`config.mk`:
```
export PLATFORM = sky130hd
export DESIGN_NAME = animation_playback_clock_unit_flat
export DESIGN_NICKNAME = d
export VERILOG_FILES = /design/src/hw/rtl/apc_pkg.sv /design/src/hw/rtl/apc_cmd_if.sv /design/src/hw/rtl/apc_res_if.sv /design/src/hw/rtl/apc_div.sv /design/src/hw/rtl/apc_datapath.sv /design/src/hw/rtl/apc_ctrl.sv /design/src/hw/rtl/animation_playback_clock_unit.sv /design/src/flat_wrapper.sv
export SDC_FILE = /design/constraint.sdc
export NUM_CORES = 2
export LEC_CHECK = 0
export BUFFER_PORTS_ARGS = -buffer_cell sky130_fd_sc_hd__buf_2
export CAP_MARGIN = 10
export CORE_ASPECT_RATIO = 0.7
export CORE_MARGIN = 2
export CORE_UTILIZATION = 45
export CTS_CLUSTER_DIAMETER = 50
export DETAILED_ROUTE_END_ITERATION = 10
export PLACE_DENSITY = 0.65
export SLEW_MARGIN = 20
export SYNTH_ARGS = -nofsm -noshare
export SYNTH_HDL_FRONTEND = slang
export SYNTH_SLANG_ARGS = --single-unit
```
`constraint.sdc`:
```
create_clock -name clk_i -period 9.6 [get_ports clk_i]
set_clock_uncertainty 0.1 [all_clocks]
set_input_delay 1.44 -clock clk_i [delete_from_list [all_inputs] [get_ports clk_i]]
set_output_delay 1.44 -clock clk_i [all_outputs]
set_load 0.02 [all_outputs]
```
`src/hw/rtl/apc_pkg.sv`:
```
package apc_pkg;

  // Field widths of the command and result transactions.
  localparam int unsigned FuncW   = 3;
  localparam int unsigned TimeW   = 32;
  localparam int unsigned FrameW  = 16;
  localparam int unsigned LoopW   = 16;
  localparam int unsigned WeightW = 16;
  localparam int unsigned FpsW    = 8;

  // Width of the divider step counter (holds the largest step count).
  localparam int unsigned DivCntW = 6;

  // Register reset values.
  localparam logic [FpsW-1:0]  FpsReset   = 8'd24;
  localparam logic [TimeW-1:0] BlendReset = 32'd32768;

  // Command codes.
  typedef enum logic [FuncW-1:0] {
    FUNC_TICK   = 3'd0,
    FUNC_START  = 3'd1,
    FUNC_GOTO   = 3'd2,
    FUNC_PAUSE  = 3'd3,
    FUNC_RESUME = 3'd4,
    FUNC_STOP   = 3'd5
  } func_e;

  // Configuration register indexes.
  typedef enum logic {
    REG_FPS   = 1'b0,
    REG_BLEND = 1'b1
  } reg_e;

  // Commands from the controller to the datapath.
  typedef struct packed {
    logic load;
    logic exec;
    logic div_commit;
    logic post;
    logic mul;
    logic emit;
  } ctl_cmd_t;

  // Status from the datapath to the controller.
  typedef struct packed {
    logic div_done;
    logic need_div;
    logic blending;
    logic out_free;
  } ctl_status_t;

endpackage

```
`src/hw/rtl/apc_cmd_if.sv`:
```
interface apc_cmd_if;
  logic                             valid;
  logic                             ready;
  logic [apc_pkg::FuncW-1:0]        func;
  logic [apc_pkg::TimeW-1:0]        delta_time;
  logic [apc_pkg::FrameW-1:0]       move_frames;
  logic                             move_loops;
  logic [apc_pkg::FrameW-1:0]       target_frame;

  modport source (
    output valid, func, delta_time, move_frames, move_loops, target_frame,
    input  ready
  );

  modport sink (
    input  valid, func, delta_time, move_frames, move_loops, target_frame,
    output ready
  );
endinterface

```
`src/hw/rtl/apc_res_if.sv`:
```
interface apc_res_if;
  logic                             valid;
  logic                             ready;
  logic [apc_pkg::FrameW-1:0]       current_frame;
  logic                             is_playing;
  logic [apc_pkg::LoopW-1:0]        loops_done;
  logic                             blend_active;
  logic [apc_pkg::WeightW-1:0]      blend_weight;
  logic [apc_pkg::TimeW-1:0]        play_time;

  modport source (
    output valid, current_frame, is_playing, loops_done, blend_active, blend_weight,
           play_time,
    input  ready
  );

  modport sink (
    input  valid, current_frame, is_playing, loops_done, blend_active, blend_weight,
           play_time,
    output ready
  );
endinterface

```
`src/hw/rtl/apc_div.sv`:
```
module apc_div (
  input  logic                         clk_i,
  input  logic                         rst_ni,
  input  logic                         start_i,
  input  logic [apc_pkg::TimeW-1:0]    rem_init_i,
  input  logic [apc_pkg::TimeW-1:0]    dividend_i,
  input  logic [apc_pkg::TimeW-1:0]    divisor_i,
  input  logic [apc_pkg::DivCntW-1:0]  steps_i,
  output logic                         done_o,
  output logic [apc_pkg::TimeW-1:0]    quo_o,
  output logic [apc_pkg::TimeW-1:0]    rem_o
);

  logic [apc_pkg::TimeW-1:0]   rem_q, dvd_q, quo_q, dsr_q;
  logic [apc_pkg::DivCntW-1:0] cnt_q;
  logic                        busy_q, done_q;

  logic [apc_pkg::TimeW:0]     trial;
  logic [apc_pkg::TimeW:0]     diff;
  logic                        ge;

  // One restoring step: bring down the next dividend bit and try the subtract.
  // The partial remainder always stays below the divisor.
  assign trial = {rem_q, dvd_q[apc_pkg::TimeW-1]};
  assign diff  = trial - {1'b0, dsr_q};
  assign ge    = trial >= {1'b0, dsr_q};

  // Control: step counter, busy and a one-cycle done pulse.
  always_ff @(posedge clk_i or negedge rst_ni) begin
    if (!rst_ni) begin
      busy_q <= 1'b0;
      done_q <= 1'b0;
      cnt_q  <= '0;
    end else begin
      done_q <= 1'b0;
      if (start_i) begin
        busy_q <= 1'b1;
        cnt_q  <= steps_i;
      end else if (busy_q) begin
        cnt_q <= cnt_q - 1'b1;
        if (cnt_q == apc_pkg::DivCntW'(1)) begin
          busy_q <= 1'b0;
          done_q <= 1'b1;
        end
      end
    end
  end

  // Datapath of the divider.
  always_ff @(posedge clk_i) begin
    if (start_i) begin
      rem_q <= rem_init_i;
      dvd_q <= dividend_i;
      dsr_q <= divisor_i;
      quo_q <= '0;
    end else if (busy_q) begin
      rem_q <= ge ? diff[apc_pkg::TimeW-1:0] : trial[apc_pkg::TimeW-1:0];
      dvd_q <= {dvd_q[apc_pkg::TimeW-2:0], 1'b0};
      quo_q <= {quo_q[apc_pkg::TimeW-2:0], ge};
    end
  end

  assign done_o = done_q;
  assign quo_o  = quo_q;
  assign rem_o  = rem_q;

  // A new division must not start while one is still running.
  a_no_restart: assert property (@(posedge clk_i) disable iff (!rst_ni)
    start_i |-> !busy_q)
    else $error("divider started while busy");

  // The last step is followed by the done pulse.
  a_done_after_last: assert property (@(posedge clk_i) disable iff (!rst_ni)
    (busy_q && !start_i && cnt_q == apc_pkg::DivCntW'(1)) |=> done_q)
    else $error("divider finished without done");

endmodule

```
`src/hw/rtl/apc_datapath.sv`:
```
module apc_datapath (
  input  logic                          clk_i,
  input  logic                          rst_ni,
  input  apc_pkg::ctl_cmd_t             ctl_i,
  output apc_pkg::ctl_status_t          status_o,
  input  logic [apc_pkg::FpsW-1:0]      fps_i,
  input  logic [apc_pkg::TimeW-1:0]     blend_time_i,
  input  logic [apc_pkg::FuncW-1:0]     func_i,
  input  logic [apc_pkg::TimeW-1:0]     delta_time_i,
  input  logic [apc_pkg::FrameW-1:0]    move_frames_i,
  input  logic                          move_loops_i,
  input  logic [apc_pkg::FrameW-1:0]    target_frame_i,
  output logic                          out_valid_o,
  input  logic                          out_ready_i,
  output logic [apc_pkg::FrameW-1:0]    current_frame_o,
  output logic                          is_playing_o,
  output logic [apc_pkg::LoopW-1:0]     loops_done_o,
  output logic                          blend_active_o,
  output logic [apc_pkg::WeightW-1:0]   blend_weight_o,
  output logic [apc_pkg::TimeW-1:0]     play_time_o
);

  localparam int unsigned TimeW  = apc_pkg::TimeW;
  localparam int unsigned FrameW = apc_pkg::FrameW;
  localparam int unsigned FpsW   = apc_pkg::FpsW;
  localparam int unsigned ProdW  = TimeW + FpsW;
  localparam int unsigned FracW  = 16;
  localparam int unsigned ScaleW = ProdW - FracW;

  // Where a finished division goes.
  typedef enum logic [1:0] {
    DEST_DURATION,
    DEST_ELAPSED,
    DEST_MOD,
    DEST_BLEND
  } dest_e;

  // Latched command fields.
  logic [apc_pkg::FuncW-1:0] func_q;
  logic [TimeW-1:0]          delta_q;
  logic [FrameW-1:0]         frames_q;
  logic                      loops_q;
  logic [FrameW-1:0]         target_q;

  // Playback state.
  logic [TimeW-1:0]          elapsed_q;
  logic [TimeW-1:0]          duration_q;
  logic [FrameW-1:0]         total_q;
  logic                      repeat_q;
  logic                      running_q;
  logic [apc_pkg::LoopW-1:0] wrap_q;
  logic                      loaded_q;
  logic                      prior_q;

  // Result staging.
  dest_e                       dest_q;
  logic                        blend_q;
  logic [apc_pkg::WeightW-1:0] weight_q;
  logic [ScaleW-1:0]           scaled_q;

  // Output register.
  logic                        out_valid_q;
  logic [FrameW-1:0]           out_frame_q;
  logic                        out_playing_q;
  logic [apc_pkg::LoopW-1:0]   out_loops_q;
  logic                        out_blend_q;
  logic [apc_pkg::WeightW-1:0] out_weight_q;
  logic [TimeW-1:0]            out_time_q;

  logic [FpsW-1:0]           fps_eff;
  logic [TimeW:0]            sum;
  logic [TimeW-1:0]          sat;
  logic                      overrun;
  logic                      need_div;
  logic                      blending;
  logic                      div_start;
  logic [TimeW-1:0]          div_rem_init, div_dividend, div_divisor;
  logic [apc_pkg::DivCntW-1:0] div_steps;
  dest_e                     div_dest;
  logic                      div_done;
  logic [TimeW-1:0]          div_quo, div_rem;
  logic [ProdW-1:0]          prod;
  logic [FrameW-1:0]         frame_clamped;

  // A frame rate of zero counts as one.
  assign fps_eff = (fps_i == '0) ? FpsW'(1) : fps_i;

  // Saturating tick add and the overrun check against the duration.
  assign sum     = {1'b0, elapsed_q} + {1'b0, delta_q};
  assign sat     = sum[TimeW] ? '1 : sum[TimeW-1:0];
  assign overrun = running_q && (func_q == apc_pkg::FUNC_TICK) && (sat > duration_q);

  // Commands that need the shared divider.
  always_comb begin
    need_div = 1'b0;
    unique case (func_q)
      apc_pkg::FUNC_TICK:  need_div = overrun && repeat_q && (duration_q != '0);
      apc_pkg::FUNC_START: need_div = 1'b1;
      apc_pkg::FUNC_GOTO:  need_div = loaded_q;
      default:             need_div = 1'b0;
    endcase
  end

  assign blending = prior_q && loaded_q && (elapsed_q < blend_time_i) && (wrap_q == '0);

  // Divider operand selection.
  always_comb begin
    div_rem_init = '0;
    div_dividend = {frames_q, {FracW{1'b0}}};
    div_divisor  = TimeW'(fps_eff);
    div_steps    = apc_pkg::DivCntW'(TimeW);
    div_dest     = DEST_DURATION;
    if (ctl_i.post) begin
      // Remainder starts at the elapsed time; sixteen fraction bits follow.
      div_rem_init = elapsed_q;
      div_dividend = '0;
      div_divisor  = blend_time_i;
      div_steps    = apc_pkg::DivCntW'(apc_pkg::WeightW);
      div_dest     = DEST_BLEND;
    end else if (func_q == apc_pkg::FUNC_GOTO) begin
      div_dividend = {target_q, {FracW{1'b0}}};
      div_dest     = DEST_ELAPSED;
    end else if (func_q == apc_pkg::FUNC_TICK) begin
      div_dividend = sat;
      div_divisor  = duration_q;
      div_dest     = DEST_MOD;
    end
  end

  assign div_start = (ctl_i.exec && need_div) || (ctl_i.post && blending);

  apc_div u_div (
    .clk_i      (clk_i),
    .rst_ni     (rst_ni),
    .start_i    (div_start),
    .rem_init_i (div_rem_init),
    .dividend_i (div_dividend),
    .divisor_i  (div_divisor),
    .steps_i    (div_steps),
    .done_o     (div_done),
    .quo_o      (div_quo),
    .rem_o      (div_rem)
  );

  // Latch the command fields when a transaction is accepted.
  always_ff @(posedge clk_i) begin
    if (ctl_i.load) begin
      func_q   <= func_i;
      delta_q  <= delta_time_i;
      frames_q <= move_frames_i;
      loops_q  <= move_loops_i;
      target_q <= target_frame_i;
    end
  end

  // Playback state: command execution and division results.
  always_ff @(posedge clk_i or negedge rst_ni) begin
    if (!rst_ni) begin
      elapsed_q  <= '0;
      duration_q <= '0;
      total_q    <= '0;
      repeat_q   <= 1'b1;
      running_q  <= 1'b0;
      wrap_q     <= '0;
      loaded_q   <= 1'b0;
      prior_q    <= 1'b0;
    end else if (ctl_i.exec) begin
      unique case (func_q)
        apc_pkg::FUNC_TICK: begin
          if (running_q) begin
            if (!overrun) begin
              elapsed_q <= sat;
            end else if (repeat_q) begin
              // A zero-length looping move wraps straight to zero.
              elapsed_q <= '0;
              if (wrap_q != '1) begin
                wrap_q <= wrap_q + 1'b1;
              end
            end else begin
              elapsed_q <= duration_q;
            end
          end
        end
        apc_pkg::FUNC_START: begin
          prior_q   <= loaded_q;
          loaded_q  <= 1'b1;
          repeat_q  <= loops_q;
          total_q   <= frames_q;
          elapsed_q <= '0;
          running_q <= 1'b1;
          wrap_q    <= '0;
        end
        apc_pkg::FUNC_GOTO: begin
          if (loaded_q) begin
            running_q <= 1'b0;
          end
        end
        apc_pkg::FUNC_PAUSE: running_q <= 1'b0;
        apc_pkg::FUNC_RESUME: begin
          if (loaded_q) begin
            running_q <= 1'b1;
          end
        end
        apc_pkg::FUNC_STOP: begin
          elapsed_q <= '0;
          running_q <= 1'b0;
        end
        default: ;
      endcase
    end else if (ctl_i.div_commit) begin
      case (dest_q)
        DEST_DURATION: duration_q <= div_quo;
        DEST_ELAPSED:  elapsed_q  <= div_quo;
        DEST_MOD:      elapsed_q  <= div_rem;
        default: ;
      endcase
    end
  end

  // Result staging: divider target, blend weight and scaled frame.
  assign prod = ProdW'(fps_eff) * ProdW'(elapsed_q);

  always_ff @(posedge clk_i) begin
    if (div_start) begin
      dest_q <= div_dest;
    end
    if (ctl_i.post) begin
      blend_q  <= blending;
      weight_q <= '0;
    end else if (ctl_i.div_commit && dest_q == DEST_BLEND) begin
      weight_q <= div_quo[apc_pkg::WeightW-1:0];
    end
    if (ctl_i.mul) begin
      scaled_q <= prod[ProdW-1:FracW];
    end
  end

  // Frame clamp to the last frame of the move.
  always_comb begin
    if (total_q == '0) begin
      frame_clamped = '0;
    end else if (scaled_q >= ScaleW'(total_q)) begin
      frame_clamped = total_q - 1'b1;
    end else begin
      frame_clamped = scaled_q[FrameW-1:0];
    end
  end

  // Output register; it is refilled once the previous transaction is taken.
  always_ff @(posedge clk_i or negedge rst_ni) begin
    if (!rst_ni) begin
      out_valid_q <= 1'b0;
    end else if (ctl_i.emit) begin
      out_valid_q <= 1'b1;
    end else if (out_ready_i) begin
      out_valid_q <= 1'b0;
    end
  end

  always_ff @(posedge clk_i) begin
    if (ctl_i.emit) begin
      out_frame_q   <= frame_clamped;
      out_playing_q <= running_q;
      out_loops_q   <= wrap_q;
      out_blend_q   <= blend_q;
      out_weight_q  <= weight_q;
      out_time_q    <= elapsed_q;
    end
  end

  assign status_o.div_done = div_done;
  assign status_o.need_div = need_div;
  assign status_o.blending = blending;
  assign status_o.out_free = !out_valid_q || out_ready_i;

  assign out_valid_o     = out_valid_q;
  assign current_frame_o = out_frame_q;
  assign is_playing_o    = out_playing_q;
  assign loops_done_o    = out_loops_q;
  assign blend_active_o  = out_blend_q;
  assign blend_weight_o  = out_weight_q;
  assign play_time_o     = out_time_q;

  // A previous move can only be recorded once a move has been loaded.
  a_prior_needs_loaded: assert property (@(posedge clk_i) disable iff (!rst_ni)
    !loaded_q |-> !prior_q)
    else $error("prior move set without a loaded move");

  // The weight is zero in every result that is not blending.
  a_weight_zero: assert property (@(posedge clk_i) disable iff (!rst_ni)
    (out_valid_q && !out_blend_q) |-> (out_weight_q == '0))
    else $error("blend weight set outside the blend window");

  // Loading the output register always presents a result.
  a_emit_valid: assert property (@(posedge clk_i) disable iff (!rst_ni)
    ctl_i.emit |=> out_valid_q)
    else $error("result lost after emit");

endmodule

```
`src/hw/rtl/apc_ctrl.sv`:
```
module apc_ctrl (
  input  logic                  clk_i,
  input  logic                  rst_ni,
  input  logic                  in_valid_i,
  output logic                  in_ready_o,
  input  apc_pkg::ctl_status_t  status_i,
  output apc_pkg::ctl_cmd_t     cmd_o
);

  typedef enum logic [6:0] {
    S_IDLE = 7'b0000001,
    S_EXEC = 7'b0000010,
    S_DIV  = 7'b0000100,
    S_POST = 7'b0001000,
    S_BDIV = 7'b0010000,
    S_MUL  = 7'b0100000,
    S_EMIT = 7'b1000000
  } state_e;

  state_e state_q, state_d;

  // Sequencing of one command: load, execute, optional division, optional blend, scale, emit.
  always_comb begin
    state_d    = state_q;
    cmd_o      = '0;
    in_ready_o = 1'b0;
    unique case (state_q)
      S_IDLE: begin
        in_ready_o = 1'b1;
        if (in_valid_i) begin
          cmd_o.load = 1'b1;
          state_d    = S_EXEC;
        end
      end
      S_EXEC: begin
        cmd_o.exec = 1'b1;
        state_d    = status_i.need_div ? S_DIV : S_POST;
      end
      S_DIV: begin
        if (status_i.div_done) begin
          cmd_o.div_commit = 1'b1;
          state_d          = S_POST;
        end
      end
      S_POST: begin
        cmd_o.post = 1'b1;
        state_d    = status_i.blending ? S_BDIV : S_MUL;
      end
      S_BDIV: begin
        if (status_i.div_done) begin
          cmd_o.div_commit = 1'b1;
          state_d          = S_MUL;
        end
      end
      S_MUL: begin
        cmd_o.mul = 1'b1;
        state_d   = S_EMIT;
      end
      S_EMIT: begin
        if (status_i.out_free) begin
          cmd_o.emit = 1'b1;
          state_d    = S_IDLE;
        end
      end
      default: state_d = S_IDLE;
    endcase
  end

  always_ff @(posedge clk_i or negedge rst_ni) begin
    if (!rst_ni) begin
      state_q <= S_IDLE;
    end else begin
      state_q <= state_d;
    end
  end

endmodule

```
`src/hw/rtl/animation_playback_clock_unit.sv`:
```
// Animation playback clock: one command transaction in, one result transaction out.
// Commands are taken one at a time. An accepted command passes EXEC, POST, MUL and EMIT,
// which loads the output register and returns to IDLE for the next command. A command
// that needs a division (start move, go to frame, or a tick that wraps a looping move)
// also waits in DIV, and one that computes the blend weight in BDIV, both on the single
// shared bit-serial divider, which resolves one quotient bit per cycle. The result sits in
// an output register, so the next command is accepted while it waits to be taken.
// Registers: frames per second at byte address 0 (8 bits, zero acts as one) and the blend
// window at byte address 4 (Q16.16 seconds).
module animation_playback_clock_unit (
  input  logic                      clk_i,
  input  logic                      rst_ni,
  apc_cmd_if.sink                   cmd_i,
  apc_res_if.source                 res_o,
  input  logic                      psel,
  input  logic                      penable,
  input  logic                      pwrite,
  input  logic [2:0]                paddr,
  input  logic [31:0]               pwdata,
  output logic [31:0]               prdata,
  output logic                      pready
);

  logic [apc_pkg::FpsW-1:0]  fps_q;
  logic [apc_pkg::TimeW-1:0] blend_q;
  logic                      cfg_write;
  apc_pkg::reg_e             reg_sel;

  apc_pkg::ctl_cmd_t         ctl_cmd;
  apc_pkg::ctl_status_t      ctl_status;

  // Configuration registers on the APB-style port.
  assign pready    = 1'b1;
  assign cfg_write = psel && penable && pwrite && pready;
  assign reg_sel   = apc_pkg::reg_e'(paddr[2]);

  always_ff @(posedge clk_i or negedge rst_ni) begin
    if (!rst_ni) begin
      fps_q   <= apc_pkg::FpsReset;
      blend_q <= apc_pkg::BlendReset;
    end else if (cfg_write) begin
      unique case (reg_sel)
        apc_pkg::REG_FPS:   fps_q   <= pwdata[apc_pkg::FpsW-1:0];
        apc_pkg::REG_BLEND: blend_q <= pwdata;
        default: ;
      endcase
    end
  end

  always_comb begin
    unique case (reg_sel)
      apc_pkg::REG_FPS:   prdata = 32'(fps_q);
      apc_pkg::REG_BLEND: prdata = blend_q;
      default:            prdata = '0;
    endcase
  end

  // Controller and datapath.
  apc_ctrl u_ctrl (
    .clk_i      (clk_i),
    .rst_ni     (rst_ni),
    .in_valid_i (cmd_i.valid),
    .in_ready_o (cmd_i.ready),
    .status_i   (ctl_status),
    .cmd_o      (ctl_cmd)
  );

  apc_datapath u_datapath (
    .clk_i           (clk_i),
    .rst_ni          (rst_ni),
    .ctl_i           (ctl_cmd),
    .status_o        (ctl_status),
    .fps_i           (fps_q),
    .blend_time_i    (blend_q),
    .func_i          (cmd_i.func),
    .delta_time_i    (cmd_i.delta_time),
    .move_frames_i   (cmd_i.move_frames),
    .move_loops_i    (cmd_i.move_loops),
    .target_frame_i  (cmd_i.target_frame),
    .out_valid_o     (res_o.valid),
    .out_ready_i     (res_o.ready),
    .current_frame_o (res_o.current_frame),
    .is_playing_o    (res_o.is_playing),
    .loops_done_o    (res_o.loops_done),
    .blend_active_o  (res_o.blend_active),
    .blend_weight_o  (res_o.blend_weight),
    .play_time_o     (res_o.play_time)
  );

endmodule
```
`src/flat_wrapper.sv`:
```
// flat-port wrapper written by rule: the top's interface ports become plain ports
module animation_playback_clock_unit_flat 
  (clk_i, rst_ni, psel, penable, pwrite, paddr, pwdata, prdata, pready, cmd_i_valid, cmd_i_func, cmd_i_delta_time, cmd_i_move_frames, cmd_i_move_loops, cmd_i_target_frame, cmd_i_ready, res_o_valid, res_o_current_frame, res_o_is_playing, res_o_loops_done, res_o_blend_active, res_o_blend_weight, res_o_play_time, res_o_ready);
  apc_cmd_if cmd_i_i ();
  apc_res_if res_o_i ();
  input  logic clk_i;
  input  logic rst_ni;
  input  logic psel;
  input  logic penable;
  input  logic pwrite;
  input  logic [2:0] paddr;
  input  logic [31:0] pwdata;
  output logic [31:0] prdata;
  output logic pready;
  input wire logic [$bits(cmd_i_i.valid)-1:0] cmd_i_valid;
  input wire logic [$bits(cmd_i_i.func)-1:0] cmd_i_func;
  input wire logic [$bits(cmd_i_i.delta_time)-1:0] cmd_i_delta_time;
  input wire logic [$bits(cmd_i_i.move_frames)-1:0] cmd_i_move_frames;
  input wire logic [$bits(cmd_i_i.move_loops)-1:0] cmd_i_move_loops;
  input wire logic [$bits(cmd_i_i.target_frame)-1:0] cmd_i_target_frame;
  output wire logic [$bits(cmd_i_i.ready)-1:0] cmd_i_ready;
  output wire logic [$bits(res_o_i.valid)-1:0] res_o_valid;
  output wire logic [$bits(res_o_i.current_frame)-1:0] res_o_current_frame;
  output wire logic [$bits(res_o_i.is_playing)-1:0] res_o_is_playing;
  output wire logic [$bits(res_o_i.loops_done)-1:0] res_o_loops_done;
  output wire logic [$bits(res_o_i.blend_active)-1:0] res_o_blend_active;
  output wire logic [$bits(res_o_i.blend_weight)-1:0] res_o_blend_weight;
  output wire logic [$bits(res_o_i.play_time)-1:0] res_o_play_time;
  input wire logic [$bits(res_o_i.ready)-1:0] res_o_ready;
  assign cmd_i_i.valid = cmd_i_valid;
  assign cmd_i_i.func = cmd_i_func;
  assign cmd_i_i.delta_time = cmd_i_delta_time;
  assign cmd_i_i.move_frames = cmd_i_move_frames;
  assign cmd_i_i.move_loops = cmd_i_move_loops;
  assign cmd_i_i.target_frame = cmd_i_target_frame;
  assign cmd_i_ready = cmd_i_i.ready;
  assign res_o_valid = res_o_i.valid;
  assign res_o_current_frame = res_o_i.current_frame;
  assign res_o_is_playing = res_o_i.is_playing;
  assign res_o_loops_done = res_o_i.loops_done;
  assign res_o_blend_active = res_o_i.blend_active;
  assign res_o_blend_weight = res_o_i.blend_weight;
  assign res_o_play_time = res_o_i.play_time;
  assign res_o_i.ready = res_o_ready;
  animation_playback_clock_unit u_core (.clk_i(clk_i), .rst_ni(rst_ni), .cmd_i(cmd_i_i), .res_o(res_o_i), .psel(psel), .penable(penable), .pwrite(pwrite), .paddr(paddr), .pwdata(pwdata), .prdata(prdata), .pready(pready));
endmodule
```
==> qor.csv <==
metric,value,unit
gr-usage-all-layers,24.2,%
drt_iter0_drc,2273,
dieArea,74600,um^2
coreArea,71600,um^2
timing_hold_violations_final,0,
yosys-top-cells-area,"edfxtp_1 25%, dfrtp_1 12%, fa_1 11%",
grt_pass1_vias,23700,
cp.arrival,8.80,ns
start_util,45.5,%
drt-total-wl,90000,um
regArea,13100,um^2
synth_area,32600,um^2
p_total,9.47,mW
nNetsFinal,3821,
path_max_fanout,48,
rows,82,
end_kind,flop,
drt-vias-per-instance,5.56,
max_freq,118,MHz
vias,24100,
relSlewSlack,21.9,%
io_buffers,223,
final_max_slew_viol_count,0,
synth_nets,3657,
met2_length,37100,um
power.switching,3.89,mW
dpl.hpwl,66800,um
vdd_ir_drop_max,0.162,mV
insertion_delay,0.62,ns
power.density,260,nW/um^2
ios,227,
fillers,6597,
cts-root-buf,clkbuf_16,
synth_cell_types,89,
ys_async_sr_fraction,32.7,%
clk_path_buf_depth,3,
rsz0062_at_grt,no,
clkTransAtPathRegs,0.07,ns
h-tree-depth,2,
synth_cells,3158,
antenna_found_initial,2,
swShare,41.0,%
numCtsBuffers,50,
synth_seq_area_share,40.1,%
hold_buffers,0,
grt_overflow,0,
setup_violations,0,
status,finished clean,
drive_gt1_share,14.3,%
period_minus_slack,8.46,ns
cts.sinks,477,
synth_edf_count,273,
post-cts-setup-buffers,0,
ys.flop_type,edfxtp_1,
drc_errors,0,
synth_top_cell_by_area,edfxtp_1,
wl_per_cell,20.8,um
cts_tree,done,
comb_power_share,45.1,%
hp-class,reg -> reg,
stdcell_count,4330,
ctsResizeCount,0,
ys_seq_elements,477,
min_period_over_period,88.2,%
drv_cap,0,
multiInputGateArea,17700,um^2
dr_wl_met3,8670,um
place_congestion,0.947,
drt-met1-wl,42700,um
grt_pass1_wl,141000,um
synth_area_per_cell,10.3,um^2
yosysWarnings,0,
fp.dieW,326,um
grt_max_degree,99,
die-height,229,um
worst_slew_pin_slew,1.16,ns
crit_type,reg -> reg,
firstDrtPassIters,5,
pwr-share-clk,21.9,%
power_frac_seq,33.0,%
crit_required,9.94,ns
area_growth,11.9,%
postRouteAntennaNets,0,
start_kind,flop,
tns,0,ns
place_inst,4236,
p_leak,16.7,nW
synth_top_area_share,25.2,%
highest_layer,met4,
p_int,5.58,mW
per-layer routing:
metal | global-route usage, % | up-vias
met4 | 4.64 | 0
met2 | 34.6 | 825
li1 | - | 11300
met3 | 7.15 | 91
met1 | 36.3 | 11900
met5 | 0 | -
per-stage QoR:
stage | area, um^2 | hold slack, ns | utilization [%] | worst slack [ns]
after floorplan | 32600 | 0.300 | - | 3.13
after global placement | 34700 | 0.305 | 48.4 | 1.67
after detailed placement | 34700 | 0.321 | 48.4 | 1.58
after CTS | 36400 | 0.346 | 50.9 | 1.48
after global routing | 36400 | 0.354 | 50.9 | 0.651
final | 36400 | 0.341 | 50.9 | 1.14
critical path, stage by stage (launching register included):
cell       delay, ns
dfrtp_1         0.44
ha_1            0.24
fa_1            0.43
a211oi_1        0.27
nor2_1          0.12
o31ai_1         0.50
a311o_1         0.47
o2bb2ai_2       0.23
a31oi_2         0.63
o21ai_1         0.43
ha_1            0.42
nand2_1         0.06
nor4_1          0.48
nand2_1         0.24
nor4_1          0.63
nor2_1          0.20
o211ai_2        0.25
o21ai_1         0.22
a21oi_4         0.52
clkinv_2        0.66
buf_12          0.41
o21ai_0         0.25
cells in the mapped netlist (25+ instances only):
cell type    n
and2_1     132
nand3_1     33
inv_1      327
a21oi_1    123
clkbuf_1   115
dfrtp_1    151
nor3_1      56
nand2_1    341
nand4_1     42
fa_1       181
mux2i_1    128
o21ai_1     31
a21o_1      65
ha_1       208
dfxtp_1     48
nor2_1     169
o21ai_0    123
xor2_1      42
a211oi_1    31
buf_1       25
nor4_1      29
mux2_2      84
xnor2_1     62
edfxtp_1   273
o31ai_1     40
registers in the layout (all words and copies together), names as in the netlist, 3 cells and up:
signal,cells
u_core.u_datapath.frames_q,16
u_core.u_datapath.weight_q,16
u_core.u_datapath.blend_weight_o,16
u_core.u_datapath.u_div.dvd_q,32
u_core.u_datapath.u_div.rem_o,32
u_core.u_ctrl.state_q,7
u_core.u_datapath.elapsed_q,32
u_core.u_datapath.target_q,16
u_core.u_datapath.u_div.dsr_q,32
u_core.u_datapath.wrap_q,16
u_core.u_datapath.play_time_o,32
u_core.u_datapath.scaled_q,24
u_core.blend_q,32
u_core.fps_q,8
u_core.u_datapath.func_q,3
u_core.u_datapath.current_frame_o,16
u_core.u_datapath.loops_done_o,16
u_core.u_datapath.delta_q,32
u_core.u_datapath.u_div.quo_o,32
u_core.u_datapath.duration_q,32
u_core.u_datapath.total_q,16
u_core.u_datapath.u_div.cnt_q,6
final cells by class:
| class | instances | share of cell area, % |
|---|---|---|
| Multi-Input combinational cell | 2191 | 48.5 |
| Sequential cell | 477 | 35.9 |
| Timing Repair Buffer | 274 | 4.20 |
| Clock buffer | 56 | 3.58 |
| Inverter | 328 | 3.38 |
| Tap cell | 966 | 3.32 |
| Clock inverter | 37 | 1.16 |
| Antenna cell | 1 | 0.00687 |
cell usage in the layout, fill, tap and decap left out, drive strengths merged, types with 62 or more instances in the layout:
cell type	n
mux2i	128
nand2	341
and2	133
dfrtp	151
nor2	171
mux2	84
xnor2	62
o21ai	154
a21oi	126
buf	274
ha	208
fa	181
edfxtp	273
a21o	65
inv	333
power by group through the flow:
stage	Combinational [mW]	Clock [mW]	Sequential [mW]
finish	4.27	2.08	3.12
CTS	4.22	2.11	3.11
floorplan	3.17	0	2.94
global route	4.79	2.19	3.16
detailed placement	4.19	0	3.15
global placement	4.12	0	3.15
final timing paths:
path,from,to,slack (ns),cells past startpoint
min in group asynchronous,rst_ni,u_core.u_datapath.wrap_q[5],0.86,1
worst min-delay path,u_core.u_datapath.blend_q,u_core.u_datapath.blend_active_o,0.34,0
worst max-delay path,u_core.u_datapath.elapsed_q[0],u_core.u_datapath.u_div.rem_o[8],1.14,21
worst max register to register,u_core.u_datapath.elapsed_q[0],u_core.u_datapath.u_div.rem_o[8],1.14,21
max in group asynchronous,rst_ni,u_core.fps_q[6],7.05,2
worst min register to register,u_core.u_datapath.blend_q,u_core.u_datapath.blend_active_o,0.34,0
cell families after synthesis:
family | synth area share, %
simple gates | 13.6
xor+xnor | 2.80
other cells | 0.0115
fa+ha+maj | 19.1
buf+inv | 5.81
compound gates | 11.7
mux | 6.84
flops | 40.1
(Power assumes the default switching activity.)
